$ cat src/sv/ordered_list_append_remove_macros.svh
// Assertion macros shared by the list block.
`ifndef ORDERED_LIST_APPEND_REMOVE_MACROS_SVH
`define ORDERED_LIST_APPEND_REMOVE_MACROS_SVH

// Same-cycle implication, checked out of reset.
`define OLAR_ASSERT_IMP(label, clk, rst_n, ante, cons) \
    label: assert property (@(posedge clk) disable iff (!rst_n) (ante) |-> (cons)) \
        else $error("ordered list check failed");

// Next-cycle implication, checked out of reset.
`define OLAR_ASSERT_NEXT(label, clk, rst_n, ante, cons) \
    label: assert property (@(posedge clk) disable iff (!rst_n) (ante) |=> (cons)) \
        else $error("ordered list check failed");

`endif

$ cat src/sv/olar_pkg.sv
`timescale 1ns / 1ps

package olar_pkg;

    // Default number of entries the list can hold.
    localparam int DEPTH_DEFAULT = 16;

    // Field widths of the input and result words.
    localparam int CMD_W     = 2;
    localparam int VALUE_W   = 32;
    localparam int POS_W     = 5;
    localparam int STATUS_W  = 2;
    localparam int COUNT_W   = 5;
    localparam int IN_FLD_W  = CMD_W + VALUE_W + POS_W;
    localparam int OUT_FLD_W = STATUS_W + VALUE_W + COUNT_W;
    localparam int IN_TDATA_W  = ((IN_FLD_W + 7) / 8) * 8;
    localparam int OUT_TDATA_W = ((OUT_FLD_W + 7) / 8) * 8;

    // Command codes.
    localparam logic [CMD_W-1:0] CMD_APPEND = 2'd0;
    localparam logic [CMD_W-1:0] CMD_REMOVE = 2'd1;
    localparam logic [CMD_W-1:0] CMD_DUMP   = 2'd2;

    // Status codes.
    localparam logic [STATUS_W-1:0] ST_OK    = 2'd0;
    localparam logic [STATUS_W-1:0] ST_RANGE = 2'd1;
    localparam logic [STATUS_W-1:0] ST_FULL  = 2'd2;
    localparam logic [STATUS_W-1:0] ST_EMPTY = 2'd3;

    // Sequencer states.
    typedef enum logic [2:0] {
        S_IDLE,
        S_SH_RD,
        S_SH_WR,
        S_DUMP_RD,
        S_OUT
    } state_t;

endpackage

$ cat src/sv/ordered_list_append_remove.sv
`timescale 1ns / 1ps
`include "ordered_list_append_remove_macros.svh"

// Bounded ordered list of up to DEPTH signed 32-bit values held in one
// memory with a single write port and a single registered read port. The
// block works on one word at a time: it is ready only while idle. An append
// or any rejected command is accepted and then offers its result word. A
// remove at position p from a list of length L moves each later entry one
// place forward, each move a read and then a write through the one memory
// port pair, before its result word. A dump emits one result word per
// entry, each a memory read and then the result, and the result side may
// stall any word. Entries start undefined and are only read after being
// written, so no clearing pass runs after reset.
module ordered_list_append_remove #(
    parameter int DEPTH = olar_pkg::DEPTH_DEFAULT
) (
    input  logic                            clk,
    input  logic                            rst_n,
    input  logic                            s_axis_tvalid,
    output logic                            s_axis_tready,
    // Fields from bit 0: command[1:0], value[33:2], position[38:34].
    input  logic [olar_pkg::IN_TDATA_W-1:0]  s_axis_tdata,
    output logic                            m_axis_tvalid,
    input  logic                            m_axis_tready,
    // Fields from bit 0: status[1:0], element[33:2], count[38:34].
    output logic [olar_pkg::OUT_TDATA_W-1:0] m_axis_tdata,
    output logic                            m_axis_tlast
);
    import olar_pkg::*;

    localparam int LEN_W = $clog2(DEPTH + 1);
    localparam int IDX_W = $clog2(DEPTH);
    localparam int CMP_W = (LEN_W > POS_W) ? LEN_W : POS_W;
    localparam int PAD_W = OUT_TDATA_W - OUT_FLD_W;

    // Control and result registers.
    state_t                state_reg, state_next;
    logic [LEN_W-1:0]      len_reg, len_next;
    logic [IDX_W-1:0]      idx_reg, idx_next;
    logic [STATUS_W-1:0]   status_reg, status_next;
    logic                  last_reg, last_next;
    logic                  dump_reg, dump_next;

    // Entry memory and its ports.
    logic signed [VALUE_W-1:0] entry_store_mem [DEPTH];
    logic signed [VALUE_W-1:0] rd_data_reg;
    logic                      mem_rd_en;
    logic [IDX_W-1:0]          mem_rd_addr;
    logic                      mem_wr_en;
    logic [IDX_W-1:0]          mem_wr_addr;
    logic signed [VALUE_W-1:0] mem_wr_data;

    // Input word fields.
    logic [CMD_W-1:0]          in_cmd;
    logic signed [VALUE_W-1:0] in_value;
    logic [POS_W-1:0]          in_pos;
    logic                      in_fire;
    logic                      out_fire;
    logic                      full;
    logic                      append_ok;
    logic [CMP_W-1:0]          pos_ext;
    logic [CMP_W-1:0]          len_ext;
    logic signed [VALUE_W-1:0] out_element;

    assign in_cmd    = s_axis_tdata[CMD_W-1:0];
    assign in_value  = s_axis_tdata[CMD_W+VALUE_W-1:CMD_W];
    assign in_pos    = s_axis_tdata[IN_FLD_W-1:CMD_W+VALUE_W];
    assign in_fire   = s_axis_tvalid && s_axis_tready;
    assign out_fire  = m_axis_tvalid && m_axis_tready;
    assign full      = (len_reg == LEN_W'(DEPTH));
    assign append_ok = in_fire && (in_cmd == CMD_APPEND) && !full;
    assign pos_ext   = CMP_W'(in_pos);
    assign len_ext   = CMP_W'(len_reg);

    // Result word; the element is only nonzero on dump results.
    assign out_element  = dump_reg ? rd_data_reg : '0;
    assign m_axis_tdata = {{PAD_W{1'b0}}, COUNT_W'(len_reg), out_element, status_reg};
    assign m_axis_tlast = last_reg;

    // Handshake and memory port controls.
    always_comb
    begin
        s_axis_tready = (state_reg == S_IDLE);
        m_axis_tvalid = (state_reg == S_OUT);
        mem_rd_en     = 1'b0;
        mem_rd_addr   = idx_reg;
        mem_wr_en     = 1'b0;
        mem_wr_addr   = idx_reg;
        mem_wr_data   = rd_data_reg;
        unique case (state_reg)
            S_IDLE:
            begin
                if (in_fire && (in_cmd == CMD_APPEND) && !full)
                begin
                    mem_wr_en   = 1'b1;
                    mem_wr_addr = IDX_W'(len_reg);
                    mem_wr_data = in_value;
                end
            end
            S_SH_RD:
            begin
                mem_rd_en   = 1'b1;
                mem_rd_addr = idx_reg + IDX_W'(1);
            end
            S_SH_WR:
            begin
                mem_wr_en = 1'b1;
            end
            S_DUMP_RD:
            begin
                mem_rd_en = 1'b1;
            end
            S_OUT:
            begin
            end
            default:
            begin
            end
        endcase
    end

    // Sequencer next state and result register updates.
    always_comb
    begin
        state_next  = state_reg;
        len_next    = len_reg;
        idx_next    = idx_reg;
        status_next = status_reg;
        last_next   = last_reg;
        dump_next   = dump_reg;
        unique case (state_reg)
            S_IDLE:
            begin
                if (in_fire)
                begin
                    last_next  = 1'b1;
                    dump_next  = 1'b0;
                    state_next = S_OUT;
                    unique case (in_cmd)
                        CMD_APPEND:
                        begin
                            if (full)
                            begin
                                status_next = ST_FULL;
                            end
                            else
                            begin
                                status_next = ST_OK;
                                len_next    = len_reg + LEN_W'(1);
                            end
                        end
                        CMD_REMOVE:
                        begin
                            if ((in_pos == '0) || (pos_ext > len_ext))
                            begin
                                status_next = ST_RANGE;
                            end
                            else
                            begin
                                idx_next = IDX_W'(in_pos - POS_W'(1));
                                if (pos_ext < len_ext)
                                begin
                                    state_next = S_SH_RD;
                                end
                                else
                                begin
                                    status_next = ST_OK;
                                    len_next    = len_reg - LEN_W'(1);
                                end
                            end
                        end
                        CMD_DUMP:
                        begin
                            if (len_reg == '0)
                            begin
                                status_next = ST_EMPTY;
                            end
                            else
                            begin
                                idx_next   = '0;
                                dump_next  = 1'b1;
                                state_next = S_DUMP_RD;
                            end
                        end
                        default:
                        begin
                            status_next = ST_RANGE;
                        end
                    endcase
                end
            end
            S_SH_RD:
            begin
                state_next = S_SH_WR;
            end
            S_SH_WR:
            begin
                idx_next = idx_reg + IDX_W'(1);
                if ((LEN_W'(idx_reg) + LEN_W'(2)) < len_reg)
                begin
                    state_next = S_SH_RD;
                end
                else
                begin
                    status_next = ST_OK;
                    len_next    = len_reg - LEN_W'(1);
                    state_next  = S_OUT;
                end
            end
            S_DUMP_RD:
            begin
                status_next = ST_OK;
                last_next   = ((LEN_W'(idx_reg) + LEN_W'(1)) == len_reg);
                state_next  = S_OUT;
            end
            S_OUT:
            begin
                if (m_axis_tready)
                begin
                    if (dump_reg && !last_reg)
                    begin
                        idx_next   = idx_reg + IDX_W'(1);
                        state_next = S_DUMP_RD;
                    end
                    else
                    begin
                        dump_next  = 1'b0;
                        state_next = S_IDLE;
                    end
                end
            end
            default:
            begin
                state_next = S_IDLE;
            end
        endcase
    end

    // Control registers.
    always_ff @(posedge clk or negedge rst_n)
    begin
        if (!rst_n)
        begin
            state_reg  <= S_IDLE;
            len_reg    <= '0;
            idx_reg    <= '0;
            status_reg <= ST_OK;
            last_reg   <= 1'b0;
            dump_reg   <= 1'b0;
        end
        else
        begin
            state_reg  <= state_next;
            len_reg    <= len_next;
            idx_reg    <= idx_next;
            status_reg <= status_next;
            last_reg   <= last_next;
            dump_reg   <= dump_next;
        end
    end

    // Memory write port.
    always_ff @(posedge clk)
    begin
        if (mem_wr_en)
        begin
            entry_store_mem[mem_wr_addr] <= mem_wr_data;
        end
    end

    // Memory read port with registered data.
    always_ff @(posedge clk)
    begin
        if (mem_rd_en)
        begin
            rd_data_reg <= entry_store_mem[mem_rd_addr];
        end
    end

    // Checks on the sequencer.
    `OLAR_ASSERT_IMP(a_len_bound, clk, rst_n, 1'b1, len_reg <= LEN_W'(DEPTH))
    `OLAR_ASSERT_IMP(a_one_side, clk, rst_n, s_axis_tready, !m_axis_tvalid)
    `OLAR_ASSERT_NEXT(a_append_grows, clk, rst_n, append_ok, len_reg == $past(len_reg) + LEN_W'(1))
    `OLAR_ASSERT_NEXT(a_last_frees, clk, rst_n, out_fire && m_axis_tlast, s_axis_tready)
endmodule

$ cat config.mk
export PLATFORM = sky130hd
export DESIGN_NAME = ordered_list_append_remove
export DESIGN_NICKNAME = d
export VERILOG_FILES = /design/src/sv/olar_pkg.sv /design/src/sv/ordered_list_append_remove.sv
export VERILOG_INCLUDE_DIRS = /design/src /design/src/sv
export SDC_FILE = /design/constraint.sdc
export NUM_CORES = 1
export LEC_CHECK = 0
export ABC_AREA = 1
export BUFFER_PORTS_ARGS = -buffer_cell sky130_fd_sc_hd__clkbuf_2
export CORE_MARGIN = 2
export CORE_UTILIZATION = 59
export DETAILED_ROUTE_END_ITERATION = 8
export PLACE_DENSITY_LB_ADDON = 0.1
export SLEW_MARGIN = 20
export SYNTH_ARGS = -nofsm -noshare
export SYNTH_HDL_FRONTEND = slang
export SYNTH_SLANG_ARGS = --single-unit
$ cat constraint.sdc
create_clock -name clk -period 4.23 [get_ports clk]
set_clock_uncertainty 0.1 [all_clocks]
set_input_delay 0 -clock clk [delete_from_list [all_inputs] [get_ports clk]]
set_output_delay 0 -clock clk [all_outputs]
set_load 0.05 [all_outputs]
==> impl_metrics.json <==
{
  "dp_hpwl_um": 32600,
  "outcome": "finished, final reports clean",
  "cts_tree": "yes",
  "cp-start-kind": "register",
  "die_area_um2": 45600,
  "io_pins": 87,
  "path_class": "reg2reg",
  "clk_pin_slew_worst_paths_ns": 0.06,
  "grt_pass1_vias": 17300,
  "cpMostUsedCell": "nand2_1",
  "hold_viol": 0,
  "reg2reg_to": "status_reg[0]",
  "seq_area_frac_synth_pct": 64.6,
  "core_area_um2": 43200,
  "grt_pass1_wl_um": 96700,
  "syn-num-nets": 2607,
  "final_cell_mix": "nand2_1, inv_1, edfxtp_1",
  "grt_max_degree": 129,
  "path_cells": "inv_1, ha_1, nand2_1, a21oi_1, nor2_1, nand3_1, nand3_1, nand2_1, dlygate4sd3_1, nand2_1, dlygate4sd3_1, nand2_1, dlygate4sd3_1",
  "path_max_fanout": 9,
  "area_growth_pct": 13.0,
  "grt_util_all_layers_pct": 28.7,
  "antenna_found_initial": 0,
  "drv_cap": 0,
  "arrival_ns": 4.11,
  "crit_end": "status_reg[0]",
  "max-vdd-ir-drop_uv": 595,
  "cts_num_sinks": 560,
  "max_slew.worst_pin.slew_ns": 1.01,
  "yosysWarnings": 0,
  "clock_latency_ns": 0.61,
  "final_common_cell": "nand2_1",
  "maxSlewViolCount": 0,
  "first_pass_iters": 6,
  "setup_tns_ns": 0,
  "via_per_inst": 5.48,
  "synthesis.area_um2": 25900,
  "rsz0062_at_grt": "no",
  "cp-startpoint": "len_ext[2]",
  "layout-drive-gt1-share_pct": 10.1,
  "max_stage_delay_ns": 0.55,
  "port_buffers": 84,
  "synth_top_area_share_pct": 63.1,
  "max_freq_mhz": 268,
  "rr_startpoint": "len_ext[2]",
  "r2r_slack_ns": 0.50,
  "largest_reg_flops": 512,
  "overflow": 0,
  "vias": 18000,
  "nets": 2720,
  "start_util_pct": 60.0,
  "slew_headroom_pct": 32.8,
  "finalCritPeriodShare_pct": 88.1,
  "root_buffer": "clkbuf_16",
  "endpoint_kind": "register",
  "antenna_cells": 0,
  "reg2reg_depth": 13,
  "p_leak_nw": 13.0,
  "ys_ff_latch": 560,
  "cts_made_buffers": 55,
  "hold_slack_ns": 0.0511,
  "hold_class": "in2reg",
  "final_antenna_net_count": 0,
  "route.detailed.drc": 0,
  "placementRows": 76,
  "fill_cells": 3221,
  "synth_cell_types": 37,
  "max-clock-path-buffers": 3,
  "wire_per_inst_um": 19.5,
  "slowest_stage": "dfrtp_1",
  "finalSetupViolCount": 0,
  "dieWidth_um": 214,
  "min_period_ns": 3.73,
  "synth.avg_cell_area_um2": 10.2,
  "htree_levels": 2,
  "synth_area_leader_cell": "edfxtp_1",
  "cp.required_ns": 4.61,
  "ys_top_cells_by_area": "edfxtp_1, nand3_1, nand2_1",
  "routed_wl_um": 64000,
  "dr.first_iter.drc_count": 1661,
  "postCtsSetupBuffers": 0,
  "netlist_instances": 2542,
  "gp_congestion": 0.870,
  "p_per_area_nw_per_um2": 649,
  "die_h_um": 214
}
kinds of logic after synthesis:
| group | synth area share, % |
|---|---|
| and+or+nand+nor | 20.7 |
| other | 0.0145 |
| muxes | 1.83 |
| adders and majority gates | 1.01 |
| xor gates and xnor gates | 0.338 |
| buffers and inverters | 10.7 |
| DFF | 64.6 |
| AOI/OAI and AO/OA | 0.792 |
area by class of cell:
cell class | count | area, um2 | area share (%)
sequential | 560 | 16700 | 57.2
multi-input combinational | 1302 | 6580 | 22.5
inverter | 558 | 2100 | 7.17
clock buffer | 71 | 1480 | 5.05
timing repair buffer | 178 | 1420 | 4.84
tap | 585 | 732 | 2.50
clock inverter | 28 | 225 | 0.770
how the worst min path moves through the flow:
| stage | from | endpoint | slack (ns) | cells past startpoint |
|---|---|---|---|---|
| after floorplan | rst_n | dump_reg | -0.40 | 0 |
| after global placement | rst_n | status_reg[0] | -0.13 | 1 |
| after detailed placement | rst_n | status_reg[0] | -0.13 | 1 |
| after CTS | s_axis_tdata[38] | state_reg[0] | 0.006 | 7 |
| after global routing | s_axis_tdata[38] | state_reg[0] | 0.1 | 7 |
| final | s_axis_tdata[38] | state_reg[0] | 0.05 | 7 |
report_power, final:
part           leakage, nW  switching [mW]  internal, mW  total, mW
sequential            5.09           0.196          6.74       6.93
combinational         7.07            5.30          2.08       7.38
clock                0.834            2.01          2.69       4.69
total                 13.0            7.50          11.5       19.0
through the flow:
stage	power [mW]	worst slack, ns	area [um2]	std cells	utilization, %
2_1_floorplan	12.2	0.460	25900	2542	-
3_3_place_gp	14.1	0.753	27100	3132	62.7
3_5_place_dp	14.3	0.700	27100	3132	62.7
4_1_cts	19.0	0.534	29300	3282	67.8
5_1_grt	20.0	0.293	29300	3282	67.8
6_report	19.0	0.503	29300	3282	67.8
synth_stat cells:
master,instances
a21o_1,1
a21oi_1,6
a22oi_1,2
buf_1,1
buf_2,69
buf_4,26
buf_6,5
clkbuf_1,21
conb_1,1
dfrtp_1,16
edfxtp_1,544
ha_1,21
inv_1,553
inv_2,4
inv_4,1
mux2_2,2
mux2_4,30
nand2_1,604
nand2_2,3
nand3_1,511
nand3_2,2
nand3_4,1
nand3b_1,32
nand4_1,9
nor2_1,35
nor2_2,2
nor3_1,3
nor3_2,1
o211ai_1,1
o21ai_0,7
o21ai_1,8
o21ai_2,5
o22ai_1,3
o31ai_1,1
or2_2,1
xnor2_1,2
xor2_1,8
critical path, delay by kind of cell, from the launching register on:
family                   cells  cell delay, ns
AO/OA/AOI/OAI                1            0.06
buffers and inverters        4            1.87
flip-flops                   1            0.55
AND/OR/NAND/NOR              7            0.71
adder cells (fa/ha/maj)      1            0.33
routing by layer:
layer,up-vias,wire length [um],GRT usage [%]
met5,-,0,0
met3,143,5880,4.89
met4,0,1930,10.1
met1,8540,25300,38.1
met2,833,30800,48.0
li1,8459,-,-
timing repair:
item,in CTS,in global routing
resized for setup,0,0
hold buffers,51,0
endpoints found under the hold margin,544,0
Power figures use the tool's default switching activity.
